[config.mk]
export PLATFORM = sky130hd
export DESIGN_NAME = led_matrix_row_scan
export DESIGN_NICKNAME = d
export VERILOG_FILES = /design/src/rtl/lmrs_pkg.sv /design/src/rtl/lmrs_ram.sv /design/src/rtl/lmrs_plane_store.sv /design/src/rtl/lmrs_scan.sv /design/src/rtl/led_matrix_row_scan.sv
export SDC_FILE = /design/constraint.sdc
export NUM_CORES = 1
export LEC_CHECK = 0
export BUFFER_PORTS_ARGS = -buffer_cell sky130_fd_sc_hd__buf_4
export CAP_MARGIN = 20
export CELL_PAD_IN_SITES_DETAIL_PLACEMENT = 1
export CELL_PAD_IN_SITES_GLOBAL_PLACEMENT = 1
export CORE_MARGIN = 2
export CORE_UTILIZATION = 49
export DETAILED_ROUTE_END_ITERATION = 12
export GPL_TIMING_DRIVEN = 0
export HOLD_SLACK_MARGIN = 0.06
export PLACE_DENSITY = 0.73
export REMOVE_ABC_BUFFERS = 1
export SYNTH_ARGS = -nofsm -noshare
export SYNTH_HDL_FRONTEND = slang
export SYNTH_SLANG_ARGS = --single-unit
[constraint.sdc]
create_clock -name clk -period 3.8 [get_ports clk]
set_clock_uncertainty 0.05 [all_clocks]
set_input_delay 0.19 -clock clk [delete_from_list [all_inputs] [get_ports clk]]
set_output_delay 0.19 -clock clk [all_outputs]
set_load 0.05 [all_outputs]
[src/rtl/lmrs_pkg.sv]
// Shared constants, types and helpers for the LED matrix row scan engine.
`timescale 1ns / 1ps

package lmrs_pkg;

	localparam int ROW_COUNT     = 8;
	localparam int BYTES_PER_ROW = 4;

	localparam int PLANE_DEPTH = 32;
	localparam int ADDR_W      = 5;
	localparam int ROW_W       = 3;
	localparam int COL_W       = 5;
	localparam int BLINK_W     = 16;
	localparam int MAX_COLUMNS = 32;

	// columns actually shifted per row, and the bytes they come from
	localparam int NCOLS   = (BYTES_PER_ROW * 8 > MAX_COLUMNS) ? MAX_COLUMNS : BYTES_PER_ROW * 8;
	localparam int NBYTES  = NCOLS / 8;
	localparam int BYTE_W  = (NBYTES > 1) ? $clog2(NBYTES) : 1;

	localparam int S_TDATA_W = 40;
	localparam int M_TDATA_W = 16;
	localparam int CFG_IDX_W = 1;

	localparam logic FUNC_WRITE = 1'b0;
	localparam logic FUNC_TICK  = 1'b1;

	localparam logic [CFG_IDX_W-1:0] CFG_BLINK_LIMIT  = 1'b0;
	localparam logic [CFG_IDX_W-1:0] CFG_BLINK_THRESH = 1'b1;

	localparam logic [BLINK_W-1:0] BLINK_LIMIT_RST  = 16'd200;
	localparam logic [BLINK_W-1:0] BLINK_THRESH_RST = 16'd100;

	typedef enum logic [1:0] {
		S_IDLE,
		S_FETCH,
		S_SHIFT
	} scan_state_t;

	// one address of all four planes
	typedef struct packed {
		logic [7:0] blink_red;
		logic [7:0] blink_green;
		logic [7:0] red;
		logic [7:0] green;
	} plane_word_t;

	typedef struct packed {
		logic        func;
		logic [ADDR_W-1:0] addr;
		plane_word_t word;
	} in_item_t;

	typedef struct packed {
		logic        en;
		logic [ADDR_W-1:0] addr;
		plane_word_t data;
	} plane_wr_t;

	typedef struct packed {
		logic        en;
		logic [ADDR_W-1:0] addr;
	} plane_rd_t;

	typedef struct packed {
		logic [ROW_W-1:0] row_select;
		logic [COL_W-1:0] column;
		logic             green_on;
		logic             red_on;
		logic             latch;
	} out_item_t;

	// plane index of byte b of a row, wrapping over the plane depth
	function automatic logic [ADDR_W-1:0] plane_addr(input logic [ROW_W-1:0] row, input int b);
		int sum;
		sum = int'(row) * BYTES_PER_ROW + b;
		return ADDR_W'(sum);
	endfunction

endpackage

[src/rtl/lmrs_ram.sv]
// Generic single-clock RAM, one write port and one registered read port.
`timescale 1ns / 1ps

module lmrs_ram #(
	parameter int WIDTH = 32,
	parameter int DEPTH = 32
) (
	input  logic                     clk,
	input  logic                     we,
	input  logic [$clog2(DEPTH)-1:0] waddr,
	input  logic [WIDTH-1:0]         wdata,
	input  logic                     re,
	input  logic [$clog2(DEPTH)-1:0] raddr,
	output logic [WIDTH-1:0]         rdata
);

	logic [WIDTH-1:0] mem_q [DEPTH];

	always_ff @(posedge clk) begin
		if (we) begin
			mem_q[waddr] <= wdata;
		end
		if (re) begin
			rdata <= mem_q[raddr];
		end
	end

endmodule

[src/rtl/lmrs_plane_store.sv]
// Frame plane store: RAM holding all four planes plus per-entry valid bits.
`timescale 1ns / 1ps

module lmrs_plane_store (
	input  logic                 clk,
	input  logic                 arst_n,
	input  lmrs_pkg::plane_wr_t  wr,
	input  lmrs_pkg::plane_rd_t  rd,
	output lmrs_pkg::plane_word_t rd_data
);

	logic [lmrs_pkg::PLANE_DEPTH-1:0] valid_q;
	logic                             valid_rd_q;
	logic [$bits(lmrs_pkg::plane_word_t)-1:0] ram_rdata;

	lmrs_ram #(
		.WIDTH($bits(lmrs_pkg::plane_word_t)),
		.DEPTH(lmrs_pkg::PLANE_DEPTH)
	) u_ram (
		.clk  (clk),
		.we   (wr.en),
		.waddr(wr.addr),
		.wdata(wr.data),
		.re   (rd.en),
		.raddr(rd.addr),
		.rdata(ram_rdata)
	);

	// entries never written since reset read as zero
	always_ff @(posedge clk or negedge arst_n) begin
		if (!arst_n) begin
			valid_q    <= '0;
			valid_rd_q <= 1'b0;
		end else begin
			if (wr.en) begin
				valid_q[wr.addr] <= 1'b1;
			end
			if (rd.en) begin
				valid_rd_q <= valid_q[rd.addr];
			end
		end
	end

	assign rd_data = valid_rd_q ? lmrs_pkg::plane_word_t'(ram_rdata) : '0;

endmodule

[src/rtl/lmrs_scan.sv]
// Row scan sequencer: counters, plane fetch, column shifter and output register.
`timescale 1ns / 1ps

module lmrs_scan (
	input  logic                                clk,
	input  logic                                arst_n,
	input  logic                                s_tvalid,
	output logic                                s_tready,
	input  lmrs_pkg::in_item_t                  in_item,
	input  logic [lmrs_pkg::BLINK_W-1:0]        blink_limit,
	input  logic [lmrs_pkg::BLINK_W-1:0]        blink_thresh,
	output lmrs_pkg::plane_wr_t                 wr,
	output lmrs_pkg::plane_rd_t                 rd,
	input  lmrs_pkg::plane_word_t               rd_data,
	output logic                                m_tvalid,
	input  logic                                m_tready,
	output lmrs_pkg::out_item_t                 m_item
);

	localparam logic [lmrs_pkg::BYTE_W-1:0] LAST_BYTE = lmrs_pkg::BYTE_W'(lmrs_pkg::NBYTES - 1);
	localparam logic [lmrs_pkg::COL_W-1:0]  LAST_COL  = lmrs_pkg::COL_W'(lmrs_pkg::NCOLS - 1);
	localparam logic [lmrs_pkg::ROW_W:0]    ROW_LIMIT = (lmrs_pkg::ROW_W + 1)'(lmrs_pkg::ROW_COUNT);

	lmrs_pkg::scan_state_t state_q, state_d;

	logic [lmrs_pkg::ROW_W-1:0]   row_q, row_d;
	logic [lmrs_pkg::BLINK_W-1:0] blink_q, blink_d;
	logic [lmrs_pkg::BYTE_W-1:0]  byte_q, byte_d, next_byte;
	logic [2:0]                   bit_q, bit_d;
	logic [7:0]                   bits_g_q, bits_g_d, bits_r_q, bits_r_d;
	logic                         m_tvalid_q, m_tvalid_d;
	lmrs_pkg::out_item_t          out_q, out_d;

	logic                         accept;
	logic                         out_free;
	logic                         emit;
	logic                         blink_on;
	logic [lmrs_pkg::ROW_W:0]     row_inc;
	logic [lmrs_pkg::COL_W-1:0]   col;
	logic [7:0]                   ld_g, ld_r;

	assign s_tready = (state_q == lmrs_pkg::S_IDLE);

	assign accept    = s_tvalid && s_tready;
	assign out_free  = !m_tvalid_q || m_tready;
	assign blink_on  = blink_q > blink_thresh;
	assign row_inc   = {1'b0, row_q} + 1'b1;
	assign next_byte = byte_q + lmrs_pkg::BYTE_W'(1);
	assign col       = lmrs_pkg::COL_W'({byte_q, bit_q});
	assign ld_g      = rd_data.green | (blink_on ? rd_data.blink_green : 8'h00);
	assign ld_r      = rd_data.red | (blink_on ? rd_data.blink_red : 8'h00);

	always_ff @(posedge clk or negedge arst_n) begin
		if (!arst_n) begin
			state_q    <= lmrs_pkg::S_IDLE;
			row_q      <= '0;
			blink_q    <= '0;
			byte_q     <= '0;
			bit_q      <= '0;
			m_tvalid_q <= 1'b0;
		end else begin
			state_q    <= state_d;
			row_q      <= row_d;
			blink_q    <= blink_d;
			byte_q     <= byte_d;
			bit_q      <= bit_d;
			m_tvalid_q <= m_tvalid_d;
		end
	end

	always_ff @(posedge clk) begin
		bits_g_q <= bits_g_d;
		bits_r_q <= bits_r_d;
		out_q    <= out_d;
	end

	always_comb begin
		state_d    = state_q;
		row_d      = row_q;
		blink_d    = blink_q;
		byte_d     = byte_q;
		bit_d      = bit_q;
		bits_g_d   = bits_g_q;
		bits_r_d   = bits_r_q;
		out_d      = out_q;
		emit       = 1'b0;
		wr.en      = 1'b0;
		wr.addr    = in_item.addr;
		wr.data    = in_item.word;
		rd.en      = 1'b0;
		rd.addr    = '0;

		unique case (state_q)
			lmrs_pkg::S_IDLE: begin
				if (accept) begin
					if (in_item.func == lmrs_pkg::FUNC_TICK) begin
						row_d   = (row_inc >= ROW_LIMIT) ? '0 : row_inc[lmrs_pkg::ROW_W-1:0];
						blink_d = (blink_q > blink_limit) ? '0 : blink_q + 1'b1;
						rd.en   = 1'b1;
						rd.addr = lmrs_pkg::plane_addr(row_d, 0);
						byte_d  = '0;
						state_d = lmrs_pkg::S_FETCH;
					end else begin
						wr.en = 1'b1;
					end
				end
			end
			lmrs_pkg::S_FETCH: begin
				bits_g_d = ld_g;
				bits_r_d = ld_r;
				bit_d    = '0;
				// prefetch the next byte; RAM output holds it until loaded
				if (byte_q != LAST_BYTE) begin
					rd.en   = 1'b1;
					rd.addr = lmrs_pkg::plane_addr(row_q, int'(byte_q) + 1);
				end
				state_d = lmrs_pkg::S_SHIFT;
			end
			lmrs_pkg::S_SHIFT: begin
				if (out_free) begin
					emit             = 1'b1;
					out_d.row_select = row_q;
					out_d.column     = col;
					out_d.green_on   = bits_g_q[7];
					out_d.red_on     = bits_r_q[7];
					out_d.latch      = (col == LAST_COL);
					if (bit_q == 3'd7) begin
						if (byte_q == LAST_BYTE) begin
							state_d = lmrs_pkg::S_IDLE;
						end else begin
							bits_g_d = ld_g;
							bits_r_d = ld_r;
							bit_d    = '0;
							byte_d   = next_byte;
							if (next_byte != LAST_BYTE) begin
								rd.en   = 1'b1;
								rd.addr = lmrs_pkg::plane_addr(row_q, int'(byte_q) + 2);
							end
						end
					end else begin
						bits_g_d = {bits_g_q[6:0], 1'b0};
						bits_r_d = {bits_r_q[6:0], 1'b0};
						bit_d    = bit_q + 1'b1;
					end
				end
			end
			default: begin
				state_d = lmrs_pkg::S_IDLE;
			end
		endcase

		if (emit) begin
			m_tvalid_d = 1'b1;
		end else if (m_tready) begin
			m_tvalid_d = 1'b0;
		end else begin
			m_tvalid_d = m_tvalid_q;
		end
	end

	assign m_tvalid = m_tvalid_q;
	assign m_item   = out_q;

	a_latch_ends_row: assert property (@(posedge clk) disable iff (!arst_n)
		emit && out_d.latch |=> state_q == lmrs_pkg::S_IDLE)
		else $error("latch result did not end the row");

	a_midrow_stays: assert property (@(posedge clk) disable iff (!arst_n)
		emit && !out_d.latch |=> state_q == lmrs_pkg::S_SHIFT)
		else $error("row ended before the latch column");

	a_fetch_loads: assert property (@(posedge clk) disable iff (!arst_n)
		state_q == lmrs_pkg::S_FETCH |=> state_q == lmrs_pkg::S_SHIFT && bit_q == 3'd0)
		else $error("fetch did not start a fresh byte");

	a_row_range: assert property (@(posedge clk) disable iff (!arst_n)
		{1'b0, row_q} < ROW_LIMIT)
		else $error("row counter out of range");

	a_out_after_emit: assert property (@(posedge clk) disable iff (!arst_n)
		emit |=> m_tvalid)
		else $error("emitted item not presented");

endmodule

[src/rtl/led_matrix_row_scan.sv]
// Top level of the bicolor LED matrix row scan engine.
`timescale 1ns / 1ps

// Four 32-byte planes (green, red, blink green, blink red) live in one
// 32-bit wide RAM; a write item stores one byte into each plane at the given
// address and gives no result. A tick item steps the row counter (first row
// after reset is 1) and the blink counter, then shifts the row out MSB first,
// one result per column, with tlast on the last column. A tick is accepted in
// the idle state, which issues the first plane read; the fetch state loads the
// RAM output; the shift state then sends one column per cycle, while the output
// does not stall, through the single output register, with each following byte
// prefetched while the current one shifts. No new item is accepted until the
// row is out. Planes read as zero until written after reset (per-entry valid
// bits, no clearing pass).
module led_matrix_row_scan (
	input  logic                                clk,
	input  logic                                arst_n,
	input  logic                                s_tvalid,
	output logic                                s_tready,
	// [4:0] address, [12:5] green_byte, [20:13] red_byte,
	// [28:21] blink_green_byte, [36:29] blink_red_byte, [39:37] zero
	input  logic [lmrs_pkg::S_TDATA_W-1:0]      s_tdata,
	// [0] func
	input  logic                                s_tuser,
	output logic                                m_tvalid,
	input  logic                                m_tready,
	// [2:0] row_select, [7:3] column, [8] green_on, [9] red_on, [15:10] zero
	output logic [lmrs_pkg::M_TDATA_W-1:0]      m_tdata,
	output logic                                m_tlast,
	input  logic                                cfg_valid,
	output logic                                cfg_ready,
	input  logic [lmrs_pkg::CFG_IDX_W-1:0]      cfg_index,
	input  logic [lmrs_pkg::BLINK_W-1:0]        cfg_data
);

	logic [lmrs_pkg::BLINK_W-1:0] blink_limit_q;
	logic [lmrs_pkg::BLINK_W-1:0] blink_thresh_q;
	lmrs_pkg::in_item_t           in_item;
	lmrs_pkg::plane_wr_t          wr;
	lmrs_pkg::plane_rd_t          rd;
	lmrs_pkg::plane_word_t        rd_data;
	lmrs_pkg::out_item_t          m_item;

	assign cfg_ready = 1'b1;

	always_ff @(posedge clk or negedge arst_n) begin
		if (!arst_n) begin
			blink_limit_q  <= lmrs_pkg::BLINK_LIMIT_RST;
			blink_thresh_q <= lmrs_pkg::BLINK_THRESH_RST;
		end else if (cfg_valid && cfg_ready) begin
			unique case (cfg_index)
				lmrs_pkg::CFG_BLINK_LIMIT:  blink_limit_q  <= cfg_data;
				lmrs_pkg::CFG_BLINK_THRESH: blink_thresh_q <= cfg_data;
				default: ;
			endcase
		end
	end

	assign in_item.func              = s_tuser;
	assign in_item.addr              = s_tdata[4:0];
	assign in_item.word.green        = s_tdata[12:5];
	assign in_item.word.red          = s_tdata[20:13];
	assign in_item.word.blink_green  = s_tdata[28:21];
	assign in_item.word.blink_red    = s_tdata[36:29];

	lmrs_plane_store u_store (
		.clk    (clk),
		.arst_n (arst_n),
		.wr     (wr),
		.rd     (rd),
		.rd_data(rd_data)
	);

	lmrs_scan u_scan (
		.clk         (clk),
		.arst_n      (arst_n),
		.s_tvalid    (s_tvalid),
		.s_tready    (s_tready),
		.in_item     (in_item),
		.blink_limit (blink_limit_q),
		.blink_thresh(blink_thresh_q),
		.wr          (wr),
		.rd          (rd),
		.rd_data     (rd_data),
		.m_tvalid    (m_tvalid),
		.m_tready    (m_tready),
		.m_item      (m_item)
	);

	assign m_tdata = {6'b0, m_item.red_on, m_item.green_on, m_item.column, m_item.row_select};
	assign m_tlast = m_item.latch;

endmodule
=== After elaboration in Yosys (flattened, before gate mapping) ===
Memory sizes are Yosys's and may differ from the RTL's. A register that Yosys moved wholly into a read port is not among the register bits.
Index checks and enable logic that the tools add are counted.

* Bits in registers: 119
* Bits in latches: 0
* Bits in writable memories: 1024
* ROM bits: 0
* Bits of input ports: 63
* Output and inout port bits: 20
* Logic and storage cells: 115
* Memories kept: 1

* Add/subtract/negate cells: 8
* $mul: 0
* Divide/modulo/power cells: 0
* Order comparisons: 6
* Equality and inequality tests: 14
* Shifts and indexed selects: 0
* Multiplexer cells: 50
* Bitwise operators: 4
* Reductions and logical operators: 15

{| class="wikitable"
|+ Memories
! name !! words !! width !! read ports !! clocked after memory_dff !! wr ports !! RTL line !! text
|-
| u_store.u_ram.mem_q || 32 || 32 || 1 || 1 || 1 || lmrs_ram.sv:17 || <nowiki>logic [WIDTH-1:0] mem_q [DEPTH];</nowiki>
|}

{| class="wikitable"
|+ Operators with widths
! cell !! number
|-
| 8-bit 2-to-1 mux || 8
|-
| 6-bit 2-to-1 mux || 7
|-
| 16-bit > comparator || 2
|-
| 32-bit 2-to-1 mux || 1
|-
| 32-bit bitwise OR || 1
|-
| 8-bit one-hot mux with 2 select lines || 2
|-
| 2-bit 2-to-1 mux || 10
|-
| 6-bit one-hot mux with 3 select lines || 1
|-
| 16-bit by 1-bit adder with 16-bit output, second input constant || 1
|-
| 16-bit 2-to-1 mux || 1
|-
| 8-bit bitwise OR || 2
|-
| 5-bit by 6-bit < comparator with 1-bit output, second input constant || 2
|-
| 3-bit 2-to-1 mux || 4
|-
| 1-bit 2-to-1 mux || 11
|-
| 5-bit adder || 2
|-
| 2-bit inequality test, second input constant || 5
|-
| 2-bit by 1-bit inequality test with 1-bit output, second input constant || 3
|-
| 2-bit one-hot mux with 3 select lines || 1
|-
| 3-bit one-hot mux with 2 select lines || 1
|-
| 2-bit AND reduction || 3
|-
| 3-bit AND reduction || 2
|-
| 6-bit AND reduction || 1
|-
| 2-bit nonzero test || 3
|-
| 1-bit binary-select mux with 5-bit select || 1
|-
| other kinds (20) || 22
|}

=== Longest topological paths before layout ===
* Depth in word-level cells: 9
* Gate-level depth with buffers: 14
* Mapped depth without buffers: 10

=== Modules after synthesis ===
A second synthesis with hierarchy kept.

* Cells, all modules: 2907
* Area total of the unflattened synthesis: 47614.4 sq um

{| class="wikitable"
|+ By module, submodules not included
! module !! times used !! cells an instance !! area an instance (sq um) !! sequential area each (sq um)
|-
| lmrs_ram || 1 || 2260 || 40812.9 || 31710.4
|-
| lmrs_scan || 1 || 408 || 3753.6 || 1486.4
|-
| lmrs_plane_store || 1 || 161 || 1727.9 || 825.8
|-
| led_matrix_row_scan || 1 || 78 || 1320.0 || 808.3
|}

=== Worst setup path after synthesis ===
Ideal clock, no wire load.

* Path kind: register to register
* From: reg u_scan.state_q[0]
* To: reg u_store.valid_rd_q
* Arrival time: 3670 ps
* Data required time: 3626 ps
* Setup slack: -44 ps
* Stages on the path, launching flop included: 7
* Path buffers: 0
* Path through: dfrtp_1 inv_1 ha_1 nand3_1 a31oi_1 o21ai_0 a211o_1

* Elaborated cells between the ends (all ways): 8
* Those cells by class: eq/ne: 2; mux: 4; reduce/logical: 2

{| class="wikitable"
|+ RTL lines
! what !! RTL line !! text
|-
| start: declaration || lmrs_scan.sv:24 || <nowiki>lmrs_pkg::scan_state_t state_q, state_d;</nowiki>
|-
| start signal: assignment || lmrs_scan.sv:55 || <nowiki>state_q <= lmrs_pkg::S_IDLE;</nowiki>
|-
| start signal: assignment || lmrs_scan.sv:62 || <nowiki>state_q <= state_d;</nowiki>
|-
| 2-bit logical NOT * || lmrs_scan.sv:42 || <nowiki>assign s_tready = (state_q == lmrs_pkg::S_IDLE);</nowiki>
|-
| via s_tready || led_matrix_row_scan.sv:19 || <nowiki>output logic s_tready,</nowiki>
|-
| 1-bit logical AND || lmrs_scan.sv:44 || <nowiki>assign accept = s_tvalid && s_tready;</nowiki>
|-
| 6-bit 2-to-1 mux || lmrs_scan.sv:95 || <nowiki>if (accept) begin</nowiki>
|-
| 6-bit one-hot mux with 3 select lines * || lmrs_scan.sv:93 || <nowiki>unique case (state_q)</nowiki>
|-
| via u_store.u_ram.re || lmrs_ram.sv:12 || <nowiki>input logic re,</nowiki>
|-
| end signal: assignment || lmrs_plane_store.sv:39 || <nowiki>valid_rd_q <= valid_q[rd.addr];</nowiki>
|-
| end: declaration || lmrs_plane_store.sv:13 || <nowiki>logic valid_rd_q;</nowiki>
|}

Mark *: on every way through the listed nets, which the timed path passes. The rest lies on a longest branch. The select of a mux whose other input is x is not followed.
A chain may end at the register's enable or synchronous reset.

=== Worst setup path after layout ===
* From: reg u_scan.state_q[0]
* To: mem u_store.u_ram.mem_q[13][8], enable pin

* Word-level cells in the longest chain between the ends: 6

{| class="wikitable"
|+ RTL lines
! what !! RTL line !! text
|-
| 2-bit logical NOT * || lmrs_scan.sv:42, lmrs_scan.sv:93 ||
|-
| 1-bit logical AND || lmrs_scan.sv:44 ||
|-
| 1-bit 2-to-1 mux || lmrs_scan.sv:95 ||
|-
| 1-bit 2-to-1 mux * || lmrs_scan.sv:93 ||
|-
| 1-bit 2-to-1 mux * || lmrs_ram.sv:20 || <nowiki>if (we) begin</nowiki>
|-
| 1-bit 2-to-1 mux (implied by the code) * || lmrs_ram.sv:21 || <nowiki>mem_q[waddr] <= wdata;</nowiki>
|-
| end: declaration || lmrs_ram.sv:17 ||
|}

Every way passes the cells marked *; elsewhere a longest branch is shown, timed or not.

==> qor.yml <==
critical_path:
  cp-start-kind: "register"
  worstSetupEndpointType: "register"
  ff2ff_path_depth: 10
  path_max_fanout: 15
  critPathRequiredTime_ns: 4.15
  cp.arrival_ns: 4.21
  criticalPathCategory: "reg -> reg"
logic_synthesis:
  yosysSeqAreaShare_pct: 72.9
  ys.warnings.count: 0
  ys_ff_latch: 1175
  synth-edff-count: 1083
  async_flop_share_pct: 7.83
  synth_flop_cell: "edfxtp_1"
  postSynthAreaPerCell_sq_um: 13.0
  syn_inst: 3691
  synth_cell_types: 63
  syn-cell-area_sq_um: 47800
power_and_ir_drop:
  switching_share_pct: 34.6
  power.total_mw: 40.8
  clkPwrFrac_pct: 29.7
  p_leak_nw: 21.0
  peakVddDrop_v: 0.000581
  p_seq_share_pct: 37.6
  p_comb_share_pct: 32.7
  power.density_nw_per_um2: 709
  switching_power_mw: 14.1
  cellInternalPower_mw: 26.7
finish:
  layout-drive-gt1-share_pct: 14.4
  nets: 4054
  syn2layout_area_growth_pct: 20.6
  num_antenna_cells: 0
  fillers: 9180
clock_network:
  clk_latency_ns: 0.73
  cts_tree: "yes"
  cts.path.max_buffers: 3
  numCtsBuffers: 119
  clk_pin_slew_ns: 0.07
  cts_sinks: 1175
  root_buffer: "clkbuf_16"
  htreeDepth: 3
grt:
  globalRouteTotalUtil_pct: 30.7
  grt_overflow: 0
  grt_pass1_wl_um: 225000
  first_global_vias: 34400
  antenna_found_initial: 2
  grt_max_degree: 68
worst_hold_path:
  hold_class: "in -> reg"
  min_path_cells: 4
placed_design:
  port-buffer-count: 72
  hpwl_um: 83700
  gp_congestion: 0.761
drt:
  via_per_inst: 6.22
  drc: 0
  vias: 33100
  drtAntennaViolNets: 0
  wl_um: 156000
  drt_iter0_drc: 3444
  first_pass_iters: 5
  post_drt_wl_per_cell_um: 29.3
timing:
  worst_slew_pin_slew_ns: 1.05
  drv_slew: 0
  relSlewSlack_pct: 29.6
  fin_crit_sh_pct: 102
  finalSetupViolCount: 38
  fmax_ghz: 0.259
  worst_slack_ns: -0.0636
  hold_ws_ns: 0.137
  finalHoldViolCount: 0
  post-route-min-period_ns: 3.86
floorplanning:
  dieArea_sq_um: 100000
  initial_core_util_pct: 49.4
  dieWidth_um: 316
  die_h_um: 316
  io_pins: 83
  coreArea_sq_um: 96700
  rows: 114
outcome:
  outcome: "complete, but fails checks"
  violations: "setup timing"
flow_run:
  drv_cap: 0
kinds of logic (layout without fill, tap and decap cells):
family / count (synthesis) / count (layout) / share of synthesized area [%]
and+or+nand+nor: 1769 / 1772 / 16.3
adders and majority gates: 45 / 45 / 1.18
other: 2 / 7 / 0.0157
AOI/OAI and AO/OA: 331 / 335 / 4.93
DFF: 1175 / 1175 / 72.9
muxes: 89 / 89 / 1.91
buffers and inverters: 271 / 614 / 2.69
xor gates and xnor gates: 9 / 9 / 0.165
synth_stat cells (all sizes together) (3+ instances only):
library cell  instances  area share, %
nand2              1036            8.1
dfstp                 6           0.33
xnor2                 4          0.073
a21o                 14           0.22
nand3               465            4.9
nor4                  4          0.097
and2                  5          0.065
a31oi                71           0.96
inv                  38           0.30
nand3b                3          0.047
a211oi               65            1.0
and3                113            1.5
ha                   45            1.2
mux2i                72            1.5
nand2b                6          0.079
a21oi                13           0.14
xor2                  5          0.092
mux2                 17           0.40
dfrtp                86            4.5
or2                  35           0.46
a221o                14           0.29
o21ai                37           0.39
nor3                  9          0.094
nand4                15           0.20
nor2b                 6          0.084
o211ai               65            1.0
a22oi                32           0.50
edfxtp             1083             68
clkbuf              101           0.79
nor2                 64           0.51
a32o                  5           0.10
buf                 132            1.6
flip-flops by register name, indices dropped and copies added, names as in the netlist, 8 cells and up:
| register | cells |
|---|---|
| blink_limit_q | 16 |
| blink_thresh_q | 16 |
| u_scan.bits_g_q | 8 |
| u_scan.bits_r_q | 8 |
| u_scan.blink_q | 16 |
| u_scan.m_item | 11 |
| u_store.u_ram.mem_q | 1024 |
| u_store.u_ram.rdata | 32 |
| u_store.valid_q | 32 |
layout make-up:
cell class | count | area, sq um | area share [%]
flip-flops and latches | 1175 | 34800 | 60.4
multi-input cells | 2257 | 12200 | 21.2
repair buffers | 355 | 4880 | 8.46
clock buffers | 146 | 3140 | 5.45
well taps | 1276 | 1600 | 2.77
clock inverters | 75 | 825 | 1.43
inverters | 38 | 143 | 0.247
cell usage in the layout (no fill, tap or decap), types with 7 or more instances in the layout:
cell type         n
buf_16           29
buf_4           139
conb_1            7
mux2i_1          72
clkinv_2         27
a22oi_2           7
or2_2            36
edfxtp_1       1083
clkbuf_1         23
mux2_2           17
nand3_1         464
a22oi_1          25
a221o_1          14
dfrtp_1          83
and3_1          107
buf_12           83
bufbuf_16        11
bufinv_16        16
a211oi_1         63
clkbuf_16       127
nor2_1           27
nand2_1        1036
nand4_1          15
clkinv_1         23
inv_1            38
a31oi_1          69
a21o_1           14
o21ai_0          35
ha_1             41
o211ai_1         65
dlygate4sd3_1    85
nor2_4           37
a21oi_1          13
nor3_1            9
per-layer routing:
| metal | vias up | part of all wire (%) | wire length (um) | track usage [%] |
|---|---|---|---|---|
| met3 | 500 | 7.0 | 11000 | 4.63 |
| met4 | 4 | 5.9 | 9280 | 15.4 |
| met1 | 17000 | 38 | 59500 | 38.4 |
| met5 | - | 0.017 | 26 | 0 |
| li1 | 14000 | - | - | - |
| met2 | 1637 | 49 | 76400 | 52.1 |
metrics by stage:
stage	setup WS [ns]	utilization, %	std cells	instance area (sq um)	TNS (ns)
final	-0.0636	59.6	5322	57600	-1.08
after global routing	-0.0998	59.6	5322	57600	-2.90
after CTS	-0.0963	59.2	5286	57200	-0.162
after detailed placement	-0.907	53.2	4916	51400	-34.31
after global placement	-16.58	50.5	4811	48800	-3232.30
after floorplan	-8.58	-	3463	46700	-286.12
worst max-delay path: stages, from the launching register on:
cell	delay (ns)
dfrtp_1	0.44
inv_1	0.15
ha_1	0.33
inv_1	0.13
nor2_1	0.50
nand2_1	0.22
nor2_1	0.17
nand2_1	0.49
nor2_4	0.50
buf_12	0.26
buf_12	0.23
repair_timing:
item                                   in CTS  in global routing
setup buffers                              47                 31
pin swaps                                  21                 16
endpoints found under the hold margin    1152                  4
cloned                                     18                  6
hold buffers                               85                  1
setup endpoints to repair                 212                164
gates resized for setup                    29                 14
final timing paths:
check	from	to	slack, ns
worst min register to register	u_scan.bits_g_q[7]$_DFFE_PP_	u_scan.m_item[2]$_DFFE_PP_	0.40
min in group asynchronous	arst_n	blink_thresh_q[9]$_DFFE_PN0P_	0.52
max in group asynchronous	arst_n	u_scan.state_q[1]$_DFFE_PN0P_	2.78
worst max-delay path	u_scan.state_q[0]$_DFFE_PN0P_	u_store.u_ram.mem_q[13][8]$_DFFE_PP_	-0.06
worst max register to register	u_scan.state_q[0]$_DFFE_PN0P_	u_store.u_ram.mem_q[13][8]$_DFFE_PP_	-0.06
worst min-delay path	s_tdata[1]	u_store.u_ram.mem_q[15][6]$_DFFE_PP_	0.14
power groups by stage:
stage                     registers [mW]  logic [mW]  clock network, mW
final                               15.4        13.3               12.1
after global routing                15.4        14.2               12.7
after CTS                           15.3        12.7               12.1
after detailed placement            15.6        11.5                  0
after global placement              15.5        7.52                  0
after floorplan                     15.6        6.63                  0
(Power assumes the default switching activity.)
